==> src/sv/nsu_pkg.sv <==
// ============================================================================
// nsu_pkg - shared types and constants of the null-split UTF-8 string scanner
// Field widths, byte class constants and the item/result structs that pass
// between the scanner stages.
// ============================================================================
package nsu_pkg;

    localparam int BYTE_W = 8;
    localparam int POS_W  = 24;

    localparam logic [POS_W-1:0] POS_MAX = {POS_W{1'b1}};

    // Byte class constants
    localparam logic [BYTE_W-1:0] BYTE_NUL       = 8'h00;
    localparam logic [BYTE_W-1:0] BYTE_SPACE     = 8'h20;
    localparam logic [BYTE_W-1:0] BYTE_DEL       = 8'h7F;
    localparam logic [BYTE_W-1:0] CONT_PATTERN   = 8'h80;
    localparam logic [BYTE_W-1:0] MASK_2BYTE     = 8'hC0;
    localparam logic [BYTE_W-1:0] MASK_3BYTE     = 8'hE0;
    localparam logic [BYTE_W-1:0] MASK_4BYTE     = 8'hF0;
    localparam logic [BYTE_W-1:0] MASK_LEAD4     = 8'hF8;

    // Continuation counts owed after a lead byte
    localparam logic [1:0] PEND_NONE = 2'd0;
    localparam logic [1:0] PEND_ONE  = 2'd1;
    localparam logic [1:0] PEND_TWO  = 2'd2;
    localparam logic [1:0] PEND_THREE = 2'd3;

    typedef struct packed {
        logic [BYTE_W-1:0] byte_value;
        logic              last_byte;
    } item_t;

    typedef struct packed {
        logic  valid;
        item_t item;
    } stage_t;

    typedef struct packed {
        logic [POS_W-1:0] string_offset;
        logic [POS_W-1:0] string_length;
    } result_t;

    typedef struct packed {
        logic    emit;
        result_t result;
    } scan_out_t;

endpackage

==> src/sv/nsu_if.sv <==
// ============================================================================
// nsu_if - valid/ready channels of the string scanner
// nsu_byte_if carries one region byte per item; nsu_string_if carries one
// valid string (offset and length) per item.
// ============================================================================
interface nsu_byte_if;
    logic                      valid;
    logic                      ready;
    logic [nsu_pkg::BYTE_W-1:0] byte_value;
    logic                      last_byte;

    modport source (output valid, output byte_value, output last_byte, input ready);
    modport sink   (input valid, input byte_value, input last_byte, output ready);
endinterface

interface nsu_string_if;
    logic                      valid;
    logic                      ready;
    logic [nsu_pkg::POS_W-1:0] string_offset;
    logic [nsu_pkg::POS_W-1:0] string_length;

    modport source (output valid, output string_offset, output string_length, input ready);
    modport sink   (input valid, input string_offset, input string_length, output ready);
endinterface

==> src/sv/nsu_input_stage.sv <==
// ============================================================================
// nsu_input_stage - input register of the string scanner
// Captures one byte item per cycle and holds it until the scan stage takes it.
// ============================================================================
module nsu_input_stage (
    input  logic            clk,
    input  logic            rst_n,
    nsu_byte_if.sink        bytes,
    input  logic            advance,
    output nsu_pkg::stage_t stage
);
    import nsu_pkg::*;

    logic  valid_reg;
    logic  valid_next;
    item_t item_reg;
    logic  take;

    // Accept a new item when the register is empty or drains this cycle
    assign bytes.ready = !valid_reg || advance;
    assign take        = bytes.valid && bytes.ready;

    always_comb
    begin
        valid_next = valid_reg;
        if (take)
        begin
            valid_next = 1'b1;
        end
        else if (advance)
        begin
            valid_next = 1'b0;
        end
    end

    // Hold the control bit under reset
    always_ff @(posedge clk or negedge rst_n)
    begin
        if (!rst_n)
        begin
            valid_reg <= 1'b0;
        end
        else
        begin
            valid_reg <= valid_next;
        end
    end

    // Load the payload on accept
    always_ff @(posedge clk)
    begin
        if (take)
        begin
            item_reg.byte_value <= bytes.byte_value;
            item_reg.last_byte  <= bytes.last_byte;
        end
    end

    assign stage.valid = valid_reg;
    assign stage.item  = item_reg;

endmodule

==> src/sv/nsu_scan_core.sv <==
// ============================================================================
// nsu_scan_core - per-byte string state and validity checks
// Tracks position, string start, owed continuation bytes and the bad flag,
// and forms the offset and length of a string as it closes.
// ============================================================================
module nsu_scan_core (
    input  logic                      clk,
    input  logic                      rst_n,
    input  logic [nsu_pkg::POS_W-1:0] region_start,
    input  nsu_pkg::stage_t           stage,
    input  logic                      advance,
    output nsu_pkg::scan_out_t        scan
);
    import nsu_pkg::*;

    logic [POS_W-1:0] pos_reg,   pos_next;
    logic [POS_W-1:0] begin_reg, begin_next;
    logic [1:0]       pend_reg,  pend_next;
    logic             bad_reg,   bad_next;

    logic [BYTE_W-1:0] b;
    logic              last;
    logic              is_zero;
    logic [POS_W-1:0]  pos_inc;
    logic [1:0]        chk_pend;
    logic              chk_bad;
    logic [POS_W:0]    len_wide;
    logic [POS_W:0]    off_wide;
    logic              used_bad;
    logic [1:0]        used_pend;
    logic [POS_W-1:0]  length;

    assign b       = stage.item.byte_value;
    assign last    = stage.item.last_byte;
    assign is_zero = (b == BYTE_NUL);
    assign pos_inc = (pos_reg == POS_MAX) ? pos_reg : pos_reg + 1'b1;

    // Classify the byte against the open string's UTF-8 state
    always_comb
    begin
        chk_pend = pend_reg;
        chk_bad  = bad_reg;
        if (pend_reg != PEND_NONE)
        begin
            if ((b & MASK_2BYTE) != CONT_PATTERN)
            begin
                chk_bad = 1'b1;
            end
            chk_pend = pend_reg - 1'b1;
        end
        else if (b < CONT_PATTERN)
        begin
            if (b < BYTE_SPACE || b == BYTE_DEL)
            begin
                chk_bad = 1'b1;
            end
        end
        else if ((b & MASK_3BYTE) == MASK_2BYTE)
        begin
            chk_pend = PEND_ONE;
        end
        else if ((b & MASK_4BYTE) == MASK_3BYTE)
        begin
            chk_pend = PEND_TWO;
        end
        else if ((b & MASK_LEAD4) == MASK_4BYTE)
        begin
            chk_pend = PEND_THREE;
        end
        else
        begin
            chk_bad = 1'b1;
        end
    end

    // Form length and offset of the closing string, saturated to 24 bits
    always_comb
    begin
        if (is_zero)
        begin
            len_wide  = {1'b0, pos_reg} - {1'b0, begin_reg};
            used_bad  = bad_reg;
            used_pend = pend_reg;
        end
        else
        begin
            len_wide  = {1'b0, pos_reg} + {{POS_W{1'b0}}, 1'b1} - {1'b0, begin_reg};
            used_bad  = chk_bad;
            used_pend = chk_pend;
        end
        off_wide = {1'b0, region_start} + {1'b0, begin_reg};
        length   = len_wide[POS_W] ? POS_MAX : len_wide[POS_W-1:0];
    end

    assign scan.emit = stage.valid && (is_zero || last) && (length != '0)
                       && !used_bad && (used_pend == PEND_NONE);
    assign scan.result.string_length = length;
    assign scan.result.string_offset = off_wide[POS_W] ? POS_MAX : off_wide[POS_W-1:0];

    // Advance the string state for the consumed byte
    always_comb
    begin
        pos_next   = pos_reg;
        begin_next = begin_reg;
        pend_next  = pend_reg;
        bad_next   = bad_reg;
        if (advance)
        begin
            if (last)
            begin
                pos_next   = '0;
                begin_next = '0;
                pend_next  = PEND_NONE;
                bad_next   = 1'b0;
            end
            else if (is_zero)
            begin
                pos_next   = pos_inc;
                begin_next = pos_inc;
                pend_next  = PEND_NONE;
                bad_next   = 1'b0;
            end
            else
            begin
                pos_next  = pos_inc;
                pend_next = chk_pend;
                bad_next  = chk_bad;
            end
        end
    end

    always_ff @(posedge clk or negedge rst_n)
    begin
        if (!rst_n)
        begin
            pos_reg   <= '0;
            begin_reg <= '0;
            pend_reg  <= PEND_NONE;
            bad_reg   <= 1'b0;
        end
        else
        begin
            pos_reg   <= pos_next;
            begin_reg <= begin_next;
            pend_reg  <= pend_next;
            bad_reg   <= bad_next;
        end
    end

    // The open string never starts past the current position
    a_begin_le_pos: assert property (@(posedge clk) disable iff (!rst_n)
        begin_reg <= pos_reg)
        else $error("string start beyond byte position");

    // A consumed last byte rewinds the region state
    a_last_rewinds: assert property (@(posedge clk) disable iff (!rst_n)
        advance && last |=> pos_reg == '0 && begin_reg == '0 && pend_reg == PEND_NONE)
        else $error("region state not cleared after last byte");

    // Results only come from a terminator or the region end, never empty
    a_emit_closes: assert property (@(posedge clk) disable iff (!rst_n)
        scan.emit |-> (is_zero || last) && scan.result.string_length != '0)
        else $error("result emitted without a closing byte");

endmodule

==> src/sv/nsu_output_stage.sv <==
// ============================================================================
// nsu_output_stage - result register of the string scanner
// Holds one finished string result until the sink takes it.
// ============================================================================
module nsu_output_stage (
    input  logic               clk,
    input  logic               rst_n,
    input  nsu_pkg::scan_out_t scan,
    input  logic               advance,
    output logic               free,
    nsu_string_if.source       strings
);
    import nsu_pkg::*;

    logic    valid_reg;
    logic    valid_next;
    result_t result_reg;

    // The slot is free when empty or drained this cycle
    assign free = !valid_reg || strings.ready;

    always_comb
    begin
        valid_next = valid_reg;
        if (advance)
        begin
            valid_next = scan.emit;
        end
        else if (strings.ready)
        begin
            valid_next = 1'b0;
        end
    end

    always_ff @(posedge clk or negedge rst_n)
    begin
        if (!rst_n)
        begin
            valid_reg <= 1'b0;
        end
        else
        begin
            valid_reg <= valid_next;
        end
    end

    // Load the result when a string closes
    always_ff @(posedge clk)
    begin
        if (advance && scan.emit)
        begin
            result_reg <= scan.result;
        end
    end

    assign strings.valid         = valid_reg;
    assign strings.string_offset = result_reg.string_offset;
    assign strings.string_length = result_reg.string_length;

endmodule

==> src/sv/null_split_utf8_string_scanner.sv <==
// ============================================================================
// null_split_utf8_string_scanner - null-split UTF-8 string scanner
// Scans a byte region, splits it at zero bytes and the region end, and
// reports offset and length of each non-empty, well-formed, control-free
// UTF-8 string.
//
//   channel   direction  item                          handshake
//   bytes     sink       byte_value[7:0], last_byte    valid/ready
//   strings   source     string_offset, string_length  valid/ready
//   cfg       write      cfg_wr_data[23:0] region_start cfg_wr_en
//
// One byte item per cycle sustained while strings.ready holds high; a result
// passes from the input register through the scan logic into the result
// register once the edge has accepted its closing byte.
// The scan state update is a single add and compare per byte.
// Reset (rst_n low, asynchronous) empties both registers and clears the
// position state and region_start.
// A stalled result holds the scan stage; bytes.ready follows strings.ready
// combinationally while both the input and the result register are full.
// ============================================================================
module null_split_utf8_string_scanner (
    input  logic                      clk,
    input  logic                      rst_n,
    input  logic                      cfg_wr_en,
    input  logic [nsu_pkg::POS_W-1:0] cfg_wr_data,
    nsu_byte_if.sink                  bytes,
    nsu_string_if.source              strings
);
    import nsu_pkg::*;

    logic [POS_W-1:0] region_start_reg;
    stage_t           stage;
    scan_out_t        scan;
    logic             free;
    logic             advance;

    // Write the region start register
    always_ff @(posedge clk or negedge rst_n)
    begin
        if (!rst_n)
        begin
            region_start_reg <= '0;
        end
        else if (cfg_wr_en)
        begin
            region_start_reg <= cfg_wr_data;
        end
    end

    // Move a byte through the scan logic when the result slot can take it
    assign advance = stage.valid && free;

    nsu_input_stage u_input (
        .clk     (clk),
        .rst_n   (rst_n),
        .bytes   (bytes),
        .advance (advance),
        .stage   (stage)
    );

    nsu_scan_core u_core (
        .clk          (clk),
        .rst_n        (rst_n),
        .region_start (region_start_reg),
        .stage        (stage),
        .advance      (advance),
        .scan         (scan)
    );

    nsu_output_stage u_output (
        .clk     (clk),
        .rst_n   (rst_n),
        .scan    (scan),
        .advance (advance),
        .free    (free),
        .strings (strings)
    );

endmodule
==> src/flat_wrapper.sv <==
// flat-port wrapper written by rule: the top's interface ports become plain ports
module null_split_utf8_string_scanner_flat import nsu_pkg::*;
  (clk, rst_n, cfg_wr_en, cfg_wr_data, bytes_valid, bytes_byte_value, bytes_last_byte, bytes_ready, strings_valid, strings_string_offset, strings_string_length, strings_ready);
  nsu_byte_if bytes_i ();
  nsu_string_if strings_i ();
  input  logic clk;
  input  logic rst_n;
  input  logic cfg_wr_en;
  input  logic [nsu_pkg::POS_W-1:0] cfg_wr_data;
  input wire logic [$bits(bytes_i.valid)-1:0] bytes_valid;
  input wire logic [$bits(bytes_i.byte_value)-1:0] bytes_byte_value;
  input wire logic [$bits(bytes_i.last_byte)-1:0] bytes_last_byte;
  output wire logic [$bits(bytes_i.ready)-1:0] bytes_ready;
  output wire logic [$bits(strings_i.valid)-1:0] strings_valid;
  output wire logic [$bits(strings_i.string_offset)-1:0] strings_string_offset;
  output wire logic [$bits(strings_i.string_length)-1:0] strings_string_length;
  input wire logic [$bits(strings_i.ready)-1:0] strings_ready;
  assign bytes_i.valid = bytes_valid;
  assign bytes_i.byte_value = bytes_byte_value;
  assign bytes_i.last_byte = bytes_last_byte;
  assign bytes_ready = bytes_i.ready;
  assign strings_valid = strings_i.valid;
  assign strings_string_offset = strings_i.string_offset;
  assign strings_string_length = strings_i.string_length;
  assign strings_i.ready = strings_ready;
  null_split_utf8_string_scanner u_core (.clk(clk), .rst_n(rst_n), .cfg_wr_en(cfg_wr_en), .cfg_wr_data(cfg_wr_data), .bytes(bytes_i), .strings(strings_i));
endmodule
==> config.mk <==
export PLATFORM = sky130hd
export DESIGN_NAME = null_split_utf8_string_scanner_flat
export DESIGN_NICKNAME = d
export VERILOG_FILES = /design/src/sv/nsu_pkg.sv /design/src/sv/nsu_if.sv /design/src/sv/nsu_input_stage.sv /design/src/sv/nsu_scan_core.sv /design/src/sv/nsu_output_stage.sv /design/src/sv/null_split_utf8_string_scanner.sv /design/src/flat_wrapper.sv
export SDC_FILE = /design/constraint.sdc
export NUM_CORES = 1
export LEC_CHECK = 0
export CORE_ASPECT_RATIO = 1.2
export CORE_MARGIN = 10
export CORE_UTILIZATION = 50
export CTS_BUF_LIST = sky130_fd_sc_hd__clkbuf_4
export DETAILED_ROUTE_END_ITERATION = 12
export DONT_BUFFER_PORTS = 1
export PLACE_DENSITY = 0.74
export SLEW_MARGIN = 15
export SYNTH_ARGS = -nofsm -noshare
export SYNTH_HDL_FRONTEND = slang
export SYNTH_SLANG_ARGS = --single-unit
==> constraint.sdc <==
create_clock -name clk -period 7.35 [get_ports clk]
set_input_delay 1.47 -clock clk [delete_from_list [all_inputs] [get_ports clk]]
set_output_delay 1.47 -clock clk [all_outputs]
set_load 0.01 [all_outputs]
After elaboration in Yosys (flattened, before gate mapping)

Index checks and enable logic that the tools add are counted.

Register bits: 134
Input port bits: 38
Output and inout bits: 50
Logic and storage cells: 75

$add $sub $neg: 6
Magnitude comparators: 2
Equal/unequal tests: 6
Mux-type cells: 28
Reductions and logical operators: 22

Operators by type and width:

| kind                                                | count |
|---|---|
| 2-to-1 mux 24 bit                                   | 5 |
| adder 24 x 1 -> 25 bit (second input constant)      | 1 |
| adder 24 x 24 -> 25 bit                             | 1 |
| 2-to-1 mux 25 bit                                   | 1 |
| subtractor 24 x 24 -> 25 bit                        | 1 |
| subtractor 25 x 24 -> 25 bit                        | 1 |
| adder 24 x 1 -> 24 bit (second input constant)      | 1 |
| == test 24 bit (second input constant)              | 1 |
| nonzero test 24 bit                                 | 1 |
| 2-to-1 mux 2 bit                                    | 8 |
| 2-to-1 mux 1 bit                                    | 14 |
| == test 8 x 7 -> 1 bit (second input constant)      | 1 |
| logical NOT 8 bit                                   | 1 |
| < comparator 8 x 6 -> 1 bit (second input constant) | 1 |
| < comparator 8 bit (second input constant)          | 1 |
| nonzero test 2 bit                                  | 4 |
| logical AND 1 bit                                   | 7 |
| == test 5 bit (second input constant)               | 1 |
| == test 4 bit (second input constant)               | 1 |
| logical OR 1 bit                                    | 4 |
| == test 3 bit (second input constant)               | 1 |
| logical NOT 1 bit                                   | 3 |
| logical NOT 2 bit                                   | 1 |
| != test 2 bit (second input constant)               | 1 |
| 2 further kinds                                     | 2 |

Longest topological paths before layout

Gate-level depths: netlist (run 1).

Word-level depth: 11
Mapped depth: 15
Gate-level depth less buffers: 14

Modules after synthesis

Synthesis (run 1) repeated with hierarchy kept, for this count alone.

Cells, all modules: 1032
Area total of the unflattened synthesis: 10008.3 µm²

By module, submodules not included:

| module                         | instances | cells an instance | area each (µm²) | sequential area each (µm²) |
|---|---|---|---|---|
| nsu_scan_core                  | 1         | 914               | 7176.9          | 1276.2 |
| nsu_output_stage               | 1         | 52                | 1496.4          | 1466.4 |
| null_split_utf8_string_scanner | 1         | 52                | 1003.5          | 600.6 |
| nsu_input_stage                | 1         | 14                | 331.6           | 295.3 |

Worst setup path before layout (run 1)

Ideal clock, no wire load.

Path kind: register to register
From: register u_core.u_core.pos_reg[1]
To: register u_core.u_output.result_reg (netlist bit u_core.u_output.strings.string_length[0]) (enable)
Setup time: 0.482 ns
Arrival time: 5.705 ns
Required time: 6.868 ns
Slack: 1.163 ns
Cell stages (with the launch flop): 15
Path buffers: 0
Cells stage by stage: dfrtp_1 > inv_1 > ha_1 > inv_1 > ha_1 > fa_1 > nand3b_1 > o22a_1 > a211oi_1 > or2_2 > a311o_1 > a311oi_1 > xor2_1 > a31o_2 > a31oi_1

Word-level cells in the longest chain between the ends: 9
Elaborated cells on any way between the ends: 10
Those cells by class: add/sub (3); mux (2); reduce/logical (5)

RTL lines:

| item                               | line                   | text |
|---|---|---|
| start: declaration                 | nsu_scan_core.sv:16    | `logic [POS_W-1:0] pos_reg, pos_next;` |
| start signal: assignment           | nsu_scan_core.sv:143   | `pos_reg <= pos_next;` |
| adder 24 x 1 -> 25 bit             | nsu_scan_core.sv:87    | `len_wide = {1'b0, pos_reg} + {{POS_W{1'b0}}, 1'b1} - {1'b0, begin_reg};` |
| subtractor 25 x 24 -> 25 bit       | nsu_scan_core.sv:87    |  |
| 2-to-1 mux 25 bit (*)              | nsu_scan_core.sv:79    | `if (is_zero)` |
| 2-to-1 mux 24 bit (*)              | nsu_scan_core.sv:92    | `length = len_wide[POS_W] ? POS_MAX : len_wide[POS_W-1:0];` |
| nonzero test 24 bit (*)            | nsu_scan_core.sv:95    | `assign scan.emit = stage.valid && (is_zero \|\| last) && (length != '0)` |
| logical AND 1 bit (*)              | nsu_scan_core.sv:95    |  |
| logical AND 1 bit (*) (2 in a row) | nsu_scan_core.sv:96    | `&& !used_bad && (used_pend == PEND_NONE);` |
| logical AND 1 bit (*)              | nsu_output_stage.sv:50 | `if (advance && scan.emit)` |
| end signal: assignment             | nsu_output_stage.sv:52 | `result_reg <= scan.result;` |
| end: declaration                   | nsu_output_stage.sv:17 | `result_t result_reg;` |

Every way passes the cells marked *; elsewhere a longest branch is shown, timed or not.
A chain may end at the register's enable or synchronous reset.

Final worst setup path (run 1)

From: register u_core.u_core.pos_reg[4]
To: register u_core.u_output.result_reg (netlist bit u_core.u_output.strings.string_offset[17]) (enable)

Same word-level chain as after synthesis.

==> impl_metrics.tcl, run 1 <==
set metrics [dict create \
    max_slew.worst_pin.slew_ps 1050 \
    r2r-start "u_core.u_core.pos_reg[4]" \
    critPathTopFamily "compound AO/OA/AOI/OAI gates" \
    worstPathRequired_ps 7680 \
    initialDrtViolationCount 569 \
    h-tree-depth 4 \
    synth_cell_type_count 80 \
    setup_viol 0 \
    maxCapViolCount 0 \
    clock_sinks 134 \
    clockBufferDepth 2 \
    io_buffers 0 \
    yosys.area.top_type_share_pct 18.7 \
    worst_skew_pair.late_latency_ps 590 \
    synthCells 1127 \
    r2r_setup_slack_ps 2170 \
    crit_buf_inv 2 \
    vias_per_cell 6.01 \
    min_from "u_core.u_core.bad_reg" \
    holdPathStages 2 \
    grt_pass1_wl_mm 43.3 \
    syn_area_mm2 0.0103 \
    grt_max_degree 78 \
    power_density_mw_per_mm2 224 \
    post-route-util_pct 53.4 \
    status "complete, no violations" \
    crit_type "reg -> reg" \
    hold_violations 0 \
    fin_skew_ps 22.7 \
    yosys_register_bits 134 \
    wl_per_cell_um 19.3 \
    cts-root-buf "clkbuf_4" \
    synthTopCellsByCount "126 x nand2_1, 98 x o21ai_0, 83 x inv_1" \
    synth_nets 1261 \
    min_period_over_period_pct 70.5 \
    die-width_um 151 \
    routed_wl_mm 26.9 \
    antenna_found_initial 1 \
    cts_setup_buffers 0 \
    die-height_um 177 \
    worst_ir_drop_vdd_mv 0.137 \
    crit_fanout 26 \
    whs_ps 524 \
    min_to "u_core.u_core.bad_reg" \
    drv_slew 0 \
    pre_cts_slack_ps 2200 \
    ys.flop_type "dfrtp_1" \
    max_freq_mhz 193 \
    leakagePower_nw 4.40 \
    yosysWarnings 0 \
    cts_resized 0 \
    seq_area_frac_synth_pct 35.2 \
    areaGrowthSynthToFinish_pct 5.14 \
    crit_path_cell_trace "ha_1 -> inv_1 -> fa_1 -> nand3b_1 -> o22a_1 -> a211oi_1 -> or2_2 -> o41ai_1 -> a2111oi_0 -> nand3_1 -> a2111oi_2 -> a31oi_4 -> buf_4" \
    cts_tree "yes" \
    vias 8371 \
    dieArea_mm2 0.0268 \
    synth_top_area_cell "dfrtp_1" \
    async_flop_share_pct 57.5 \
    fp-row-count 57 \
    grt_usage_pct 20.3 \
    fin_tns_setup_ps 0 \
    cp.depth 13 \
    post_route_cells_drive_above_1_share_pct 8.35 \
    drc 0 \
    critPathLaunchType "register" \
    cp_slowest_cell "a2111oi_0" \
    first_global_vias 8244 \
    clk_pin_slew_ps 130 \
    firstDrtPassIters 5 \
    core_area_mm2 0.0203 \
    ioPinCount 88 \
    initial_core_util_pct 50.8 \
    cts_made_buffers 17 \
    cp-end-kind "register" \
    fin_crit_ps 5180 \
    rsz0062_at_grt "false" \
    yosys.cell_count.top_type "nand2_1" \
    synthTopCellsByArea "dfrtp_1 19%, edfxtp_1 17%, ha_1 9.0%" \
    hold_buffers 0 \
    fin_ws_ps 2170 \
    dp_hpwl_mm 21.0 \
    crit_path_max_incr_delay_ps 660 \
    reg2reg_depth 13 \
    rr_endpoint "u_core.u_output.strings.string_offset[17]" \
    fin_nets 1247 \
    synth_enable_flop_cells 57 \
    ant_nets 0 \
    grt.overflow.total 0 \
    slew_headroom_pct 29.7 \
    crit_arrival_ps 5510 \
    gp_congestion 0.965 \
    avgSynthCellArea_um2 9.17 \
    hold_path.class "reg -> reg" \
]
## cells by family after synthesis
| group | count (synthesis) | synth area share [%] |
|---|---|---|
| mux | 35 | 3.69 |
| fa+ha+maj | 96 | 13.2 |
| simple gates | 370 | 18.1 |
| xor+xnor | 63 | 5.34 |
| compound gates | 305 | 19.7 |
| buf+inv | 124 | 4.76 |
| flops | 134 | 35.2 |
## power by group
group	total [W]	internal, W	switching, W
clock	0.000529	0.000209	0.000320
sequential	0.000932	0.000881	0.0000508
combinational	0.000967	0.000402	0.000565
total	0.00243	0.00149	0.000936
## per-stage QoR
step | cell area, um^2 | power (W) | instances
finish | 10900 | 0.00243 | 1392
global route | 10900 | 0.00258 | 1392
detailed placement | 10600 | 0.00191 | 1359
floorplan | 10300 | 0.00166 | 1127
global placement | 10600 | 0.00190 | 1359
CTS | 10900 | 0.00244 | 1391
## layout make-up
cell class | instances | area (um^2)
clock buffers | 17 | 128
flip-flops and latches | 134 | 3640
diodes | 1 | 2.50
inverters | 83 | 312
multi-input cells | 869 | 6220
repair buffers | 8 | 60.1
clock inverters | 15 | 170
fillers | 1877 | 9460
well taps | 265 | 332
## worst max path at each step
stage	slack [ps]	start	to
2_1_floorplan	1160	u_core.u_core.pos_reg[1]	u_core.u_output.strings.string_length[0]
3_3_place_gp	2390	u_core.u_core.begin_reg[5]	u_core.u_output.strings.string_offset[22]
3_5_place_dp	2200	u_core.u_core.pos_reg[4]	u_core.u_output.strings.string_offset[22]
4_1_cts	2180	u_core.u_core.pos_reg[4]	u_core.u_output.strings.string_offset[17]
5_1_grt	1790	u_core.u_core.pos_reg[4]	u_core.u_output.strings.string_offset[17]
6_report	2170	u_core.u_core.pos_reg[4]	u_core.u_output.strings.string_offset[17]
## per-layer routing
metal	routed length, um	track usage [%]	vias up
met3	1180	3.46	54
met1	10800	23.6	4061
met5	0	0	-
li1	-	-	4056
met2	14300	36.6	200
met4	615	6.99	0
## cell usage in the layout (no fill, tap or decap), types with 15 or more instances in the layout
cell type	Yosys	layout
a21oi_1	47	47
a31oi_1	21	20
and3_1	16	16
clkbuf_4	0	17
dfrtp_1	77	77
edfxtp_1	57	57
fa_1	22	22
ha_1	74	74
inv_1	83	83
mux2_2	25	25
nand2_1	126	126
nand2b_1	16	16
nand3_1	30	30
nor2_1	54	54
nor2b_1	20	20
nor3_1	23	23
o21a_1	15	15
o21ai_0	98	98
o31ai_1	15	15
xnor2_1	39	39
xor2_1	24	24
## worst min-delay path: cells and delay by family (launching register included)
| family | cells | cell delay (ps) |
|---|---|---|
| and+or+nand+nor | 1 | 50 |
| AOI/OAI and AO/OA | 1 | 60 |
| DFF | 1 | 380 |
(Power assumes the default switching activity.)
==> inputs of run 2 (changes only) <==
Clock period 7.35 ns to 5.1 ns, I/O delays scaled along.
==> impl_metrics.tcl, run 2 (same netlist as run 1, synthesis figures left out) <==
set metrics [dict create \
    regArea_mm2 0.00364 \
    vias_per_cell 5.99 \
    min_period_over_period_pct 93.5 \
    fillCellCount 1883 \
    initialDrtViolationCount 588 \
    drv_slew 0 \
    dieArea_mm2 0.0268 \
    hold_path.class "in -> async" \
    grt.overflow.total 0 \
    cts-root-buf "clkbuf_4" \
    max_freq_mhz 210 \
    layout_common_cells "126 x nand2_1, 98 x o21ai_0, 83 x inv_1" \
    cp-end-kind "register" \
    antenna_found_initial 1 \
    status "complete, no violations" \
    reg2reg_depth 12 \
    die-height_um 177 \
    clock_sinks 134 \
    hold_buffers 0 \
    worstPathRequired_ps 5420 \
    firstDrtPassIters 5 \
    core_area_mm2 0.0203 \
    p_total_w 0.00361 \
    fp-row-count 57 \
    wl_per_cell_um 19.1 \
    die-width_um 151 \
    fin_crit_ps 4770 \
    crit_path_frequent_cell "a221o_1" \
    critPathLaunchType "register" \
    max_slew.worst_pin.slew_ps 961 \
    maxCapViolCount 0 \
    first_global_vias 8143 \
    initial_core_util_pct 50.8 \
    cts_tree "yes" \
    clockBufferDepth 2 \
    post_route_cells_drive_above_1_share_pct 8.78 \
    finalNonFillerCells 1394 \
    crit_fanout 30 \
    worst_ir_drop_vdd_mv 0.178 \
    areaGrowthSynthToFinish_pct 5.83 \
    grt_usage_pct 19.9 \
    post-route-util_pct 53.8 \
    crit_arrival_ps 5090 \
    gp_congestion 0.926 \
    h-tree-depth 4 \
    ant_nets 0 \
    ioPinCount 88 \
    worst_skew_pair.late_latency_ps 580 \
    hold_violations 0 \
    clk_pin_slew_ps 150 \
    multi_input_area_mm2 0.00622 \
    cts_made_buffers 17 \
    r2r-start "u_core.u_core.pos_reg[15]" \
    io_buffers 0 \
    slew_headroom_pct 35.7 \
    fin_tns_setup_ps 0 \
    crit_path_max_incr_delay_ps 620 \
    cp_slowest_cell "fa_1" \
    fin_nets 1249 \
    layout_commonest_cell "nand2_1" \
    grt_max_degree 78 \
    r2r_setup_slack_ps 330 \
    fin_skew_ps 34.5 \
    crit_path_cell_trace "ha_1 -> fa_1 -> a21o_1 -> a221o_1 -> or2_2 -> a221o_1 -> or2_0 -> a41oi_1 -> o221ai_1 -> a2111oi_2 -> a31oi_4 -> buf_12" \
    crit_type "reg -> reg" \
    drc 0 \
    grt_pass1_wl_mm 42.6 \
    dp_hpwl_mm 20.8 \
    setup_viol 0 \
    routed_wl_mm 26.7 \
    power_density_mw_per_mm2 330 \
    vias 8344 \
    rsz0062_at_grt "false" \
    rr_endpoint "u_core.u_output.strings.string_offset[7]" \
    dp_cells 1361 \
    leakagePower_nw 4.44 \
]
run 2: worst max-delay path, delay by kind of cell, from the launching register on:
kind / cells / cell delay (ps)
adder cells (fa/ha/maj): 2 / 890
AO/OA/AOI/OAI: 7 / 2270
AND/OR/NAND/NOR: 2 / 540
flip-flops: 1 / 490
buffers and inverters: 1 / 300
run 2: how the worst max path moves through the flow:
stage / depth (start not counted) / slack (ps) / to / startpoint
3_3_place_gp: 12 / 480 / u_core.u_output.strings.string_offset[2] / u_core.u_core.pos_reg[3]
2_1_floorplan: 14 / 80 / u_core.u_output.strings.string_length[0] / u_core.u_core.pos_reg[1]
4_1_cts: 12 / 280 / u_core.u_output.strings.string_offset[14] / u_core.u_core.pos_reg[3]
3_5_place_dp: 12 / 290 / u_core.u_output.strings.string_offset[2] / u_core.u_core.pos_reg[3]
5_1_grt: 12 / 130 / u_core.u_output.strings.string_offset[14] / u_core.u_core.pos_reg[3]
6_report: 12 / 330 / u_core.u_output.strings.string_offset[7] / u_core.u_core.pos_reg[15]
run 2: power breakdown:
part / switching, W / internal (W)
registers: 0.0000765 / 0.00127
clock network: 0.000454 / 0.000410
logic: 0.000818 / 0.000581
run 2: per-layer routing:
layer / vias up / GRT usage, % / wire (um)
li1: 4050 / - / -
met4: 0 / 7.71 / 866
met3: 51 / 3.57 / 1220
met1: 4016 / 23.6 / 10800
met5: - / 0 / 0
met2: 227 / 34.9 / 13800
run 2: stage by stage:
stage	instance area, um^2	hold WS, ps	setup slack [ps]
after floorplan	10300	467	77.8
after global placement	10600	488	482
after detailed placement	10600	495	293
after CTS	10900	75.7	275
after global routing	10900	62.3	133
final	10900	113	332
run 2: final cells by class:
type                    instances  share of cell area (%)
multi-input cells             869                    56.9
flip-flops and latches        134                    33.3
well taps                     265                    3.03
inverters                      83                    2.85
clock inverters                13                    1.77
clock buffers                  19                    1.30
repair buffers                 10                   0.801
diodes                          1                  0.0229
run 2: repair_timing:
| action | 4_1_cts | 5_1_grt |
|---|---|---|
| endpoints found under the setup margin | 0 | 30 |
| resized for setup | 0 | 1 |
| buffers inserted | 0 | 0 |
==> inputs of run 3 (changes only) <==
Clock period 5.1 ns to 5 ns, I/O delays scaled along.
==> impl_metrics.tcl, run 3 (same netlist as run 1, synthesis figures left out) <==
set metrics [dict create \
    clock_sinks 134 \
    pre_cts_slack_ps 403 \
    regArea_mm2 0.00364 \
    crit_type "reg -> reg" \
    clk_pin_slew_ps 170 \
    post_route_cells_drive_above_1_share_pct 8.77 \
    slew_headroom_pct 31.8 \
    hold_path.class "in -> async" \
    initial_core_util_pct 50.8 \
    critPathLaunchType "register" \
    hold_violations 0 \
    ioPinCount 88 \
    cts-root-buf "clkbuf_4" \
    grt_usage_pct 19.9 \
    cp-end-kind "register" \
    fin_crit_ps 4670 \
    multi_input_area_mm2 0.00622 \
    gp_congestion 0.941 \
    layout_commonest_cell "nand2_1" \
    maxCapViolCount 0 \
    cts_tree "yes" \
    met3_length_mm 1.28 \
    highest_layer "met4" \
    firstDrtPassIters 5 \
    first_global_vias 8093 \
    worst_skew_pair.late_latency_ps 600 \
    die-height_um 177 \
    die-width_um 151 \
    core_area_mm2 0.0203 \
    worstPathRequired_ps 5290 \
    leakagePower_nw 4.42 \
    fin_tns_setup_ps 0 \
    worst_ir_drop_vdd_mv 0.162 \
    cts_resized 0 \
    drc 0 \
    setup_viol 0 \
    max_slew.worst_pin.slew_ps 1020 \
    drv_slew 0 \
    status "complete, no violations" \
    areaGrowthSynthToFinish_pct 5.30 \
    clockBufferDepth 2 \
    min_period_over_period_pct 93.4 \
    dp_hpwl_mm 21.0 \
    vias 8291 \
    hold_buffers 0 \
    ant_nets 0 \
    layout_common_cells "126 x nand2_1, 98 x o21ai_0, 83 x inv_1" \
    grt_max_degree 78 \
    initialDrtViolationCount 600 \
    crit_path_cell_trace "ha_1 -> fa_1 -> a31oi_1 -> o22a_1 -> a211oi_1 -> or2_2 -> o41ai_1 -> a2111oi_0 -> nand3_1 -> a2111oi_2 -> a31oi_4 -> buf_4" \
    cts_setup_buffers 0 \
    routed_wl_mm 26.8 \
    power_density_mw_per_mm2 329 \
    cts_made_buffers 17 \
    rsz0062_at_grt "false" \
    antenna_found_initial 1 \
    crit_path_max_incr_delay_ps 620 \
    dr_wl_met2_mm 14.1 \
    max_freq_mhz 214 \
    fin_ws_ps 332 \
    m1WireLength_mm 10.8 \
    fp-row-count 57 \
    h-tree-depth 4 \
    fillCellCount 1835 \
    grt.overflow.total 0 \
    crit_arrival_ps 4960 \
    crit_fanout 30 \
    fin_skew_ps 40.8 \
    cp_slowest_cell "fa_1" \
    fin_nets 1250 \
    io_buffers 0 \
    grt_pass1_wl_mm 42.7 \
    wl_per_cell_um 19.2 \
    vias_per_cell 5.94 \
    dieArea_mm2 0.0268 \
]
run 3: final cells by class:
class                      instances  area share, %
clock inverter                    15           1.52
multi-input combinational        869           57.2
timing repair buffer              11          0.759
sequential                       134           33.4
inverter                          83           2.86
clock buffer                      17           1.17
antenna                            1         0.0230
tap                              265           3.05
run 3: worst paths after layout:
check | start | end | slack [ps] | cells after the start
hold / removal | rst_n | u_core.u_core.begin_reg[14] | 70 | 0
min in group clk | bytes_last_byte | u_core.u_input.stage[0] | 500 | 0
max in group asynchronous | rst_n | u_core.u_core.pend_reg[0] | 4760 | 0
hold reg to reg | u_core.u_core.bad_reg | u_core.u_core.bad_reg | 530 | 2
setup reg to reg | u_core.u_core.pos_reg[3] | u_core.u_output.strings.string_offset[10] | 330 | 12
setup / recovery | u_core.u_core.pos_reg[3] | u_core.u_output.strings.string_offset[10] | 330 | 12
run 3: stage by stage:
step	util, %	power (W)	hold WS [ps]	cell area (um^2)	std cells
3_5_place_dp	52.1	0.00282	501	10600	1362
5_1_grt	53.5	0.00378	33.2	10900	1395
4_1_cts	53.5	0.00358	61.3	10900	1394
2_1_floorplan	-	0.00245	467	10300	1127
6_report	53.5	0.00357	70.4	10900	1395
3_3_place_gp	52.1	0.00280	489	10600	1362
run 3: power breakdown:
part	internal (W)	total, W	switching, W
clock network	0.000271	0.000772	0.000501
registers	0.00129	0.00137	0.0000776
logic	0.000591	0.00143	0.000839
total	0.00216	0.00357	0.00142
run 3: worst max-delay path: cells and delay by family, from the launching register on:
family          cells  cell delay (ps)
compound gates      7             2210
simple gates        2              420
buf+inv             1              270
flops               1              510
fa+ha+maj           2              950
run 3: routing by layer:
layer / global-route usage (%) / vias to the layer above
met2: 35.3 / 213
met3: 3.11 / 42
li1: - / 4056
met4: 7.39 / 0
met1: 23.7 / 3980
met5: 0 / -
